==> src/rtl/flow_table_nth_packet_dropper_top_macros.svh <==
// Assertion macros used by the flow table dropper top level.
`ifndef FLOW_TABLE_NTH_PACKET_DROPPER_TOP_MACROS_SVH
`define FLOW_TABLE_NTH_PACKET_DROPPER_TOP_MACROS_SVH

// Same-cycle implication, checked out of reset.
`define FTNPD_ASSERT_NOW(name, ck, rn, ante, cons, msg) \
	name: assert property (@(posedge ck) disable iff (!rn) (ante) |-> (cons)) \
		else $error(msg);

// Next-cycle implication, checked out of reset.
`define FTNPD_ASSERT_NEXT(name, ck, rn, ante, cons, msg) \
	name: assert property (@(posedge ck) disable iff (!rn) (ante) |=> (cons)) \
		else $error(msg);

`endif

==> src/rtl/ftnpd_pkg.sv <==
// Types and constants of the flow table dropper.
package ftnpd_pkg;

	localparam int TABLE_ENTRIES = 64;

	localparam logic [7:0] UDP_PROTO        = 8'd17;
	localparam logic [3:0] UDP_HEADER_BYTES = 4'd8;

	typedef enum logic [1:0] {
		KIND_NOT_FLOOD  = 2'd0,
		KIND_FLOOD_PASS = 2'd1,
		KIND_FLOOD_DROP = 2'd2,
		KIND_TABLE_FULL = 2'd3
	} kind_t;

	typedef enum logic [7:0] {
		CFG_FLOOD_PORT  = 8'd0,
		CFG_FLOOD_TYPE  = 8'd1,
		CFG_MIN_PAYLOAD = 8'd2,
		CFG_DROP_PERIOD = 8'd3
	} cfg_idx_t;

	typedef struct packed {
		logic [15:0] flood_port;
		logic [7:0]  flood_type;
		logic [15:0] min_payload_len;
		logic [7:0]  drop_period;
	} cfg_t;

	typedef struct packed {
		logic [31:0] packet_tag;
		logic [7:0]  ip_protocol;
		logic [3:0]  ip_header_words;
		logic [15:0] ip_total_len;
		logic [15:0] udp_dest_port;
		logic [7:0]  message_type;
		logic [31:0] src_addr;
		logic [31:0] dst_addr;
	} pkt_beat_t;

	typedef struct packed {
		logic [31:0] verdict_tag;
		logic        drop;
		kind_t       verdict_kind;
		logic [31:0] flow_packet_number;
	} vrd_beat_t;

	// Query travelling down the cell row.
	typedef struct packed {
		logic        vld;
		logic        flood;
		logic        done;
		logic [31:0] tag;
		logic [31:0] src;
		logic [31:0] dst;
		logic        drop;
		kind_t       kind;
		logic [31:0] number;
	} token_t;

endpackage

==> src/rtl/ftnpd_cfg_regs.sv <==
// Configuration register file of the flow table dropper.
module ftnpd_cfg_regs
	import ftnpd_pkg::*;
(
	input  logic        clk,
	input  logic        arst_n,
	input  logic        wr_en,
	input  logic [7:0]  wr_index,
	input  logic [15:0] wr_data,
	output cfg_t        cfg
);

	cfg_t cfg_q;

	always_ff @(posedge clk or negedge arst_n) begin
		if (!arst_n) begin
			cfg_q.flood_port      <= '0;
			cfg_q.flood_type      <= '0;
			cfg_q.min_payload_len <= '0;
			cfg_q.drop_period     <= 8'd3;
		end else if (wr_en) begin
			unique case (wr_index)
				CFG_FLOOD_PORT:  cfg_q.flood_port      <= wr_data;
				CFG_FLOOD_TYPE:  cfg_q.flood_type      <= wr_data[7:0];
				CFG_MIN_PAYLOAD: cfg_q.min_payload_len <= wr_data;
				CFG_DROP_PERIOD: cfg_q.drop_period     <= wr_data[7:0];
				default: ; // unknown index: ignored
			endcase
		end
	end

	assign cfg = cfg_q;

endmodule

==> config.mk <==
export PLATFORM = sky130hd
export DESIGN_NAME = ftnpd_cfg_regs
export DESIGN_NICKNAME = d
export VERILOG_FILES = /design/src/rtl/flow_table_nth_packet_dropper_top_macros.svh /design/src/rtl/ftnpd_pkg.sv /design/src/rtl/ftnpd_cfg_regs.sv
export SDC_FILE = /design/constraint.sdc
export NUM_CORES = 1
export LEC_CHECK = 0
export BUFFER_PORTS_ARGS = -buffer_cell sky130_fd_sc_hd__clkbuf_2
export CAP_MARGIN = 0
export CORE_UTILIZATION = 51
export DETAILED_ROUTE_END_ITERATION = 8
export PLACE_DENSITY = 0.83
export RECOVER_POWER = 100
export SYNTH_ARGS = -nofsm -noshare
export SYNTH_HDL_FRONTEND = slang
export SYNTH_SLANG_ARGS = --single-unit
==> constraint.sdc <==
create_clock -name clk -period 1.9 [get_ports clk]
set_input_delay 0.19 -clock clk [delete_from_list [all_inputs] [get_ports clk]]
set_output_delay 0.19 -clock clk [all_outputs]
set_load 0.02 [all_outputs]
==> impl_results.md <==
- RSZ-0062 raised after global routing: false
- Most frequent cells in the layout: 51 x clkbuf_1, 46 x dfrtp_1, 38 x mux2_2, 26 x clkbuf_2, 8 x mux2_1
- Clock sink count: 48
- Detailed Route Iter0 Violations: 25
- # Post-CTS Setup Buffers: 0
- Largest net degree at the start of global routing: 27
- Fmax: 668 MHz
- Fin crit share: 78.8%
- Max reg flops: 48
- Routed len/inst: 16.6 µm
- Slowest CP cell: nand4b_2
- Worst reg2reg startpoint: cfg[45]
- Routed WL: slightly below 4 mm
- Mapped Cells: 105
- WP data required: 2080 ps
- Die Ht: 63.4 µm
- CP Capture Point: cfg[12]
- Status: completed
- Post-route cell area: 2310 µm²
- Max-slew headroom: between 50% and 60%
- Count of different cell masters after synthesis: 12
- Critical path class: in -> reg
- Post-layout min period: 1500 ps
- Htree depth: 2
- Seq/Total Area, Yosys: 62.6%
- Drt drc: 0
- Max incr delay on CP: 550 ps
- Final hold vios: 0
- Synth Area per Inst: ~18 µm²
- Die area: 4020 µm²
- Vias in the first global route: 1288
- DP Area: 2350 µm²
- Clock Latency Late Sink: 290 ps
- Number of placement rows: 21
- CP cell instances: clkbuf_1 > nor4b_4 > nand4b_2 > mux2_2
- Reg2Reg Setup Slack: between 1000 and 1500 ps
- Clk root buf: clkbuf_8
- Post-layout power: around 1.9 mW
- Actual slew at the worst max-slew pin: around 630 ps
- Port Buf Inserts: 74
- GRT Util Overall: 21.6%
- Setup-failing EPs final: 0
- Post-DR vias/cell: 5.08
- Commonest non-fill, non-tap cell in the layout: clkbuf_1
- Overflow left after global routing: 0
- PwrDens: approximately 800 nW/µm²
- Nets: 215
- Via Count: ~1.2k
- Die Span X: 63.4 µm
- Num CTS Buffers: 5
- HPWL Detailed: 2.89 mm
- Peak supply drop: 463 µV
- FF-to-FF path depth: 1
- Register bit total from synthesis: 48
- Setup TNS: 0 ps
- Hold Path Class: in -> reg
- CTS clock-pin slew for the worst setup and hold paths: approximately 80 ps
- Crit path buf inv count: 1
- DRT Pass-1 Iters: 4
- Mapped Area: ~1900 µm²
- Crit end category: flop
- First-pass GRT wire length: approximately 6.5 mm
- Core footprint: ~3500 µm²
- N_diodes: 0
- Boundary pin count: 75
- Layout cells sized above 1: 42.0%
- Layout Skew: 0 ps
- Maxcap violations: 0
- Final-layout fill cell count: approximately 310
- CTS tree: built
- Clock tree buffer depth: 2
- WP data arrival: 1680 ps
- Final slew viol count: 0
- Worst-path fanout max: 16
- Leak pwr: between 1 and 1.5 nW
- Antenna-violating nets left: 0
- WP depth: 4
- Hold Slack: 133 ps
- Ys Warns: 0
- Syn nets: 132
- Area grow syn2layout: 20.0%
- Initial antenna violation count: 0
- Starting Density: 55.4%
- CP startpoint: wr_index[6]
- Top delay family on crit path: simple AND/OR/NAND/NOR gates
- GP Congestion: 0.754
- CP Launch Type: input port
- Capturing point of the worst reg2reg path: cfg[45]
[layer usage]
metal / up-vias / track usage (%) / wire length [µm]
li1: 543 / - / -
met1: 598 / 25.6 / 1570
met2: 41 / 38.3 / 2070
met3: 7 / 3.44 / 175
met4: 0 / 9.38 / 66
met5: - / 0 / 0
[metrics by stage]
step | util (%) | worst slack (ps) | std cells
after detailed placement | 67.7 | 180 | 226
after global routing | 66.5 | 230 | 234
after global placement | 67.7 | 244 | 226
final | 66.5 | 403 | 234
after CTS | 70.3 | 499 | 234
after floorplan | - | 381 | 105
[cell families after synthesis]
logic type | synth area share [%]
buffers and inverters | 2.21
flip-flops | 62.6
multiplexers | 30.1
AND/OR/NAND/NOR | 5.08
[report_power, final]
group | internal, mW | switching [mW] | leakage [nW] | total [mW]
registers | 1.07 | 0.0267 | 0.655 | 1.10
clock network | 0.250 | 0.311 | 0.0410 | 0.561
logic | 0.0795 | 0.135 | 0.504 | 0.214
total | 1.40 | 0.472 | 1.20 | 1.87
[final cells by class]
cell class | count | area (µm²) | area share, %
clock buffer | 6 | 72.6 | 3.15
clock inverter | 1 | 5.00 | 0.217
multi-input combinational | 54 | 624 | 27.1
sequential | 48 | 1200 | 52.2
tap | 46 | 57.6 | 2.50
timing repair buffer | 79 | 343 | 14.9
[worst min-delay path by stage]
stage	from	to	cells after the start
floorplan	arst_n	cfg[10]	0
global route	wr_data[12]	cfg[20]	2
global placement	arst_n	cfg[27]	1
finish	wr_data[9]	cfg[41]	2
CTS	wr_data[9]	cfg[41]	2
detailed placement	arst_n	cfg[5]	1
[Yosys cell counts (all sizes together)]
master  instances  share of area, %
dfstp           2               2.7
nor3            1              0.52
and4bb          1              0.65
nand4           1              0.65
nand4b          2               2.0
dfrtp          46                60
nor4b           1               1.2
buf             3               2.2
mux2           48                30
[repair_timing]
action                    4_1_cts  5_1_grt
resized for setup               0        0
hold buffers                    1        0
hold endpoints to repair       22        0
Power figures use the tool's default switching activity.
