--- src/rtl/flow_table_nth_packet_dropper_top_macros.svh ---
// Assertion macros used by the flow table dropper top level.
`ifndef FLOW_TABLE_NTH_PACKET_DROPPER_TOP_MACROS_SVH
`define FLOW_TABLE_NTH_PACKET_DROPPER_TOP_MACROS_SVH

// Same-cycle implication, checked out of reset.
`define FTNPD_ASSERT_NOW(name, ck, rn, ante, cons, msg) \
	name: assert property (@(posedge ck) disable iff (!rn) (ante) |-> (cons)) \
		else $error(msg);

// Next-cycle implication, checked out of reset.
`define FTNPD_ASSERT_NEXT(name, ck, rn, ante, cons, msg) \
	name: assert property (@(posedge ck) disable iff (!rn) (ante) |=> (cons)) \
		else $error(msg);

`endif

--- src/rtl/ftnpd_pkg.sv ---
// Types and constants of the flow table dropper.
package ftnpd_pkg;

	localparam int TABLE_ENTRIES = 64;

	localparam logic [7:0] UDP_PROTO        = 8'd17;
	localparam logic [3:0] UDP_HEADER_BYTES = 4'd8;

	typedef enum logic [1:0] {
		KIND_NOT_FLOOD  = 2'd0,
		KIND_FLOOD_PASS = 2'd1,
		KIND_FLOOD_DROP = 2'd2,
		KIND_TABLE_FULL = 2'd3
	} kind_t;

	typedef enum logic [7:0] {
		CFG_FLOOD_PORT  = 8'd0,
		CFG_FLOOD_TYPE  = 8'd1,
		CFG_MIN_PAYLOAD = 8'd2,
		CFG_DROP_PERIOD = 8'd3
	} cfg_idx_t;

	typedef struct packed {
		logic [15:0] flood_port;
		logic [7:0]  flood_type;
		logic [15:0] min_payload_len;
		logic [7:0]  drop_period;
	} cfg_t;

	typedef struct packed {
		logic [31:0] packet_tag;
		logic [7:0]  ip_protocol;
		logic [3:0]  ip_header_words;
		logic [15:0] ip_total_len;
		logic [15:0] udp_dest_port;
		logic [7:0]  message_type;
		logic [31:0] src_addr;
		logic [31:0] dst_addr;
	} pkt_beat_t;

	typedef struct packed {
		logic [31:0] verdict_tag;
		logic        drop;
		kind_t       verdict_kind;
		logic [31:0] flow_packet_number;
	} vrd_beat_t;

	// Query travelling down the cell row.
	typedef struct packed {
		logic        vld;
		logic        flood;
		logic        done;
		logic [31:0] tag;
		logic [31:0] src;
		logic [31:0] dst;
		logic        drop;
		kind_t       kind;
		logic [31:0] number;
	} token_t;

endpackage

--- src/rtl/ftnpd_cell.sv ---
// One flow table entry with its slot of the query chain.
module ftnpd_cell
	import ftnpd_pkg::*;
(
	input  logic       clk,
	input  logic       arst_n,
	input  logic       adv,
	input  logic [7:0] drop_period,
	input  token_t     tok_i,
	output token_t     tok_o,
	output logic       used
);

	logic        valid_q;
	logic [31:0] src_q;
	logic [31:0] dst_q;
	logic [7:0]  phase_q;
	logic [31:0] count_q;
	token_t      tok_q;

	logic        take;
	logic [7:0]  phase_old;
	logic [31:0] count_old;
	logic [7:0]  limit;
	logic        hit_drop;
	logic [31:0] number;
	token_t      tok_n;

	// Matching entry, or the first free one (entries fill in order).
	assign take = tok_i.vld && tok_i.flood && !tok_i.done &&
		(!valid_q || (src_q == tok_i.src && dst_q == tok_i.dst));

	assign phase_old = valid_q ? phase_q : 8'd0;
	assign count_old = valid_q ? count_q : 32'd0;
	// period 0 behaves as 1
	assign limit     = (drop_period == 8'd0) ? 8'd0 : drop_period - 8'd1;
	assign hit_drop  = phase_old >= limit;
	assign number    = count_old + 32'd1;

	always_comb begin
		tok_n = tok_i;
		if (take) begin
			tok_n.done   = 1'b1;
			tok_n.drop   = hit_drop;
			tok_n.kind   = hit_drop ? KIND_FLOOD_DROP : KIND_FLOOD_PASS;
			tok_n.number = number;
		end
	end

	always_ff @(posedge clk or negedge arst_n) begin
		if (!arst_n) begin
			valid_q <= 1'b0;
			tok_q   <= '0;
		end else if (adv) begin
			tok_q <= tok_n;
			if (take) begin
				valid_q <= 1'b1;
			end
		end
	end

	always_ff @(posedge clk) begin
		if (adv) begin
			if (take) begin
				src_q   <= tok_i.src;
				dst_q   <= tok_i.dst;
				count_q <= number;
				phase_q <= hit_drop ? 8'd0 : phase_old + 8'd1;
			end
		end
	end

	assign tok_o = tok_q;
	assign used  = valid_q;

endmodule

--- config.mk ---
export PLATFORM = sky130hd
export DESIGN_NAME = ftnpd_cell
export DESIGN_NICKNAME = d
export VERILOG_FILES = /design/src/rtl/flow_table_nth_packet_dropper_top_macros.svh /design/src/rtl/ftnpd_pkg.sv /design/src/rtl/ftnpd_cell.sv
export SDC_FILE = /design/constraint.sdc
export NUM_CORES = 1
export LEC_CHECK = 0
export BUFFER_PORTS_ARGS = -buffer_cell sky130_fd_sc_hd__buf_2
export CAP_MARGIN = 20
export CORE_MARGIN = 3
export CORE_UTILIZATION = 53
export CTS_CLUSTER_SIZE = 8
export DETAILED_ROUTE_END_ITERATION = 8
export PLACE_DENSITY = 0.89
export SYNTH_ARGS = -nofsm -noshare
export SYNTH_HDL_FRONTEND = slang
export SYNTH_SLANG_ARGS = --single-unit
--- constraint.sdc ---
create_clock -name clk -period 9.8 [get_ports clk]
set_input_delay 0.49 -clock clk [delete_from_list [all_inputs] [get_ports clk]]
set_output_delay 0.49 -clock clk [all_outputs]
set_load 0.005 [all_outputs]
==> run summary <==
• kind of start point of the critical path: flip-flop
• height of the chip: 149 um
• final critical-path setup slack: 5850 ps
• Total Nets Final: 1304
• max-capacitance violation count: 0
• switching power share of the total: 23.1%
• Worst Tran Pin Value: 1050 ps
• hold violation count in the final report: 11
• number of antenna-violating nets in the routed design: 0
• fraction of synthesized area in multiplexers: 10.5%
• synthesized flop and latch total: 239
• Layout area overhead: 24.7%
• post-synthesis xor/xnor area fraction: 7.91%
• count of H-tree levels built during CTS: 2
• hold bufs inserted after CTS: 0
• horizontal die dimension: 149 um
• fraction of layout cells with a size suffix above 1: 37.0%
• largest area contributor in the synthesized netlist: dfrtp_1
• slowest stage cell on the critical path: buf_4
• relative slew slack: 30.0%
• Clk Latency, worst-skew pair: 490 ps
• maximum fanout encountered on the critical timing path: 76
• Sw Pwr: 0.573 mW
• Final Cell Area: 13500 um2
• fraction of synthesized cell area taken by the top area cell type: 31.1%
• netlist area before placement: 10900 um2
• worst slack at placement: 5620 ps
• count of flip-flops with a built-in enable after synthesis: 104
• Crit. End Element: flip-flop
• via count of the first global-routing pass: 8485
• clock skew after layout: 12.7 ps
• share of total power in combinational logic: 9.6%
• outcome: finished, violations left
• cts repair resizes: 0
• upper clock frequency limit: 253 MHz
• global-route wire length before repair: 44700 um
• Clk pwr share: 44.8%
• cells after synthesis: 865
• Slowest Stage Delay on Critical Path: 930 ps
• average detailed-routed wire length per instance: 19.8 um
• Worst Hold Margin: -15.0 ps
• Cell Pwr Density: 183 nW/um2
• top cells by area, synth: dfrtp_1 31%, edfxtp_1 29%, mux2_2 10%
• crit share post-route: 40.3%
• violated checks: hold timing
• required time of the worst setup path: 9900 ps
• number of violations reported at the end of detailed-routing iteration 0: 620
• drt via density: 5.71
• CTS tree: yes
• I/O Buffers: 279
• Adder-Cell Fraction of Synth Area: 1.27%
• Cell variety after synth: 50
• antenna violations before repair: 2
• Mapped Nets: 1021
• Critical Setup Path Class: reg -> reg
• Starting Density: 54.9%
• global placer's final weighted congestion: 0.851
• dominant combinational cell family by area after synthesis: simple AND/OR/NAND/NOR gates
• number of pins with negative max-slew slack in the final report: 0
• total track usage: 25.1%
• Compound-Gate Fraction of Synth Area: 5.37%
• HPWL after DPL: 19500 um
• Num CTS Buffers: 35
• Boundary Pins: 280
• grt ovf: 0
• synthesis warning total: 0
• flip-flop cell with the highest count after synthesis: dfrtp_1
• maximum buffer depth of the clock tree: 3
• total negative slack: 0 ps
• CP Cell Sequence: xnor2_1 -> nand4_1 -> nor4_1 -> nand4_1 -> buf_4 -> a21oi_4 -> buf_4
• number of buffers inserted by post-CTS setup repair: 0
• root buffer cell: clkbuf_16
• # clock sinks: 239
• Pint: 1.91 mW
• maximum ir drop on the vdd rail: 0.155 mV
• Setup-failing EPs final: 0
• fraction of power consumed by sequential logic: 45.6%
• detailed-route DRC error count: 0
• Syn Area/Cell: 12.5 um2
• share of synthesized registers carrying an async set or reset: 56.5%
• clock period minus final worst setup slack: 3950 ps
• Pre-antenna DRT Iters: 5
• static leakage: 5.51 nW
• signal arrival time at the worst endpoint: 4050 ps
• class of the tightest hold or removal check: in -> async
• setup repair after global routing missed its margin: false
• Simple-Gate Fraction of Synth Area: 13.0%
• register area share after synthesis: 59.9%
• Core Rows: 51
• clock slew at reported path FFs: 50 ps
• pin count of the biggest net entering global routing: 77
• Std-Cell Core Area: 19800 um2
• detailed-route via count: 8216
• cell area after placement: 12500 um2
• Die Outline Area: 22200 um2
• total wire length: 28500 um
-- cell usage after synthesis, types with 2 or more instances --
cell type and count:
xor2_1 15, o31ai_1 2, a31oi_1 19, o21ai_0 5, a211oi_1 5, nand3_1 49
o211ai_1 8, or4_1 4, xnor2_1 83, nor4_1 8, dfrtp_1 135, a311oi_1 2
o21a_1 2, a221oi_1 2, buf_1 3, nand2_1 41, mux2i_1 3, mux2_2 99
edfxtp_1 104, nor2_1 59, nand4_1 39, a21o_1 3, o22ai_1 2, clkbuf_1 36
o22a_1 2, nand2b_1 6, a21oi_1 31, and3_1 9, nor2b_1 2, ha_1 11
or3_1 10, buf_2 4, nor3_1 8, and2_1 22, inv_1 12, and4_1 6
-- registers in the layout (all words and copies together) (netlist names) --
name,count
used,1
tok_o,134
dst_q,32
src_q,32
phase_q,8
count_q,32
-- final timing paths --
check                      slack, ps                     end  cells past startpoint                   start
min in group clk                 210      src_q[6]$_DFFE_PP_                      1               tok_i[73]
setup / recovery                5850     dst_q[17]$_DFFE_PP_                      7      dst_q[9]$_DFFE_PP_
hold reg to reg                  500  tok_o[133]$_DFFE_PN0P_                      1  tok_o[133]$_DFFE_PN0P_
setup reg to reg                5850     dst_q[17]$_DFFE_PP_                      7      dst_q[9]$_DFFE_PP_
hold / removal                   -10  tok_o[133]$_DFFE_PN0P_                      1                  arst_n
max in group asynchronous       8460   tok_o[43]$_DFFE_PN0P_                      2                  arst_n
-- cells by family after synthesis --
| logic type | Yosys count |
|---|---|
| AND/OR/NAND/NOR | 270 |
| flip-flops | 239 |
| multiplexers | 102 |
| XOR/XNOR | 98 |
| AO/OA/AOI/OAI | 90 |
| buffers and inverters | 55 |
| adder cells (fa/ha/maj) | 11 |
-- power by group through the flow --
stage                     registers, mW  clock network (mW)  logic (mW)
after floorplan                    1.15                   0      0.0968
after global placement             1.14                   0       0.229
after detailed placement           1.15                   0       0.239
after CTS                          1.13                1.13       0.241
after global routing               1.14                1.18       0.260
final                              1.13                1.11       0.238
-- metrics by stage --
step                      total power, mW  util (%)  instances
after floorplan                      1.25         -        865
after CTS                            2.50      68.3       1437
after global placement               1.37      63.2       1375
after detailed placement             1.38      63.2       1375
after global routing                 2.57      68.4       1440
final                                2.48      68.4       1440
-- critical path: cells and delay by family, from the launching register on --
family / cells / cell delay [ps]
flip-flops: 1 / 410
buffers and inverters: 2 / 1220
XOR/XNOR: 1 / 200
AO/OA/AOI/OAI: 1 / 760
AND/OR/NAND/NOR: 3 / 890
-- placed cells by master, fill, tap and decap left out, drive strengths merged, types with 2 or more instances in the layout --
cell type,n
inv,13
and3,9
xnor2,83
buf,289
and2,22
a221oi,2
a31oi,20
or4,5
o21ai,5
xor2,15
nand3,50
a21o,3
ha,11
mux2i,3
nand4,40
nor4,8
nor2,59
or3,10
mux2,99
nand2,41
a311oi,2
edfxtp,104
and4,6
o22a,2
nand2b,6
a21oi,32
o31ai,2
o21a,2
clkbuf,60
o22ai,2
nor3,9
o211ai,8
diode,2
a211oi,5
dfrtp,135
nor2b,2
-- cell type report --
type,count,area [um2]
Inverter,12,45.0
Clock buffer,60,991
Fill cell,1370,6250
Antenna cell,2,5.00
Multi-Input combinational cell,571,4150
Sequential cell,239,6500
Tap cell,265,332
Clock inverter,2,25.0
Timing Repair Buffer,289,1480
-- metal layers --
metal	vias up	GRT usage [%]	part of all wire (%)
met1	4052	32.5	40
li1	3746	-	-
met2	366	42.9	51
met5	-	0	0
met3	52	5.23	7.1
met4	0	7.87	2.4
Note: power is estimated with default switching activity, not from simulation.
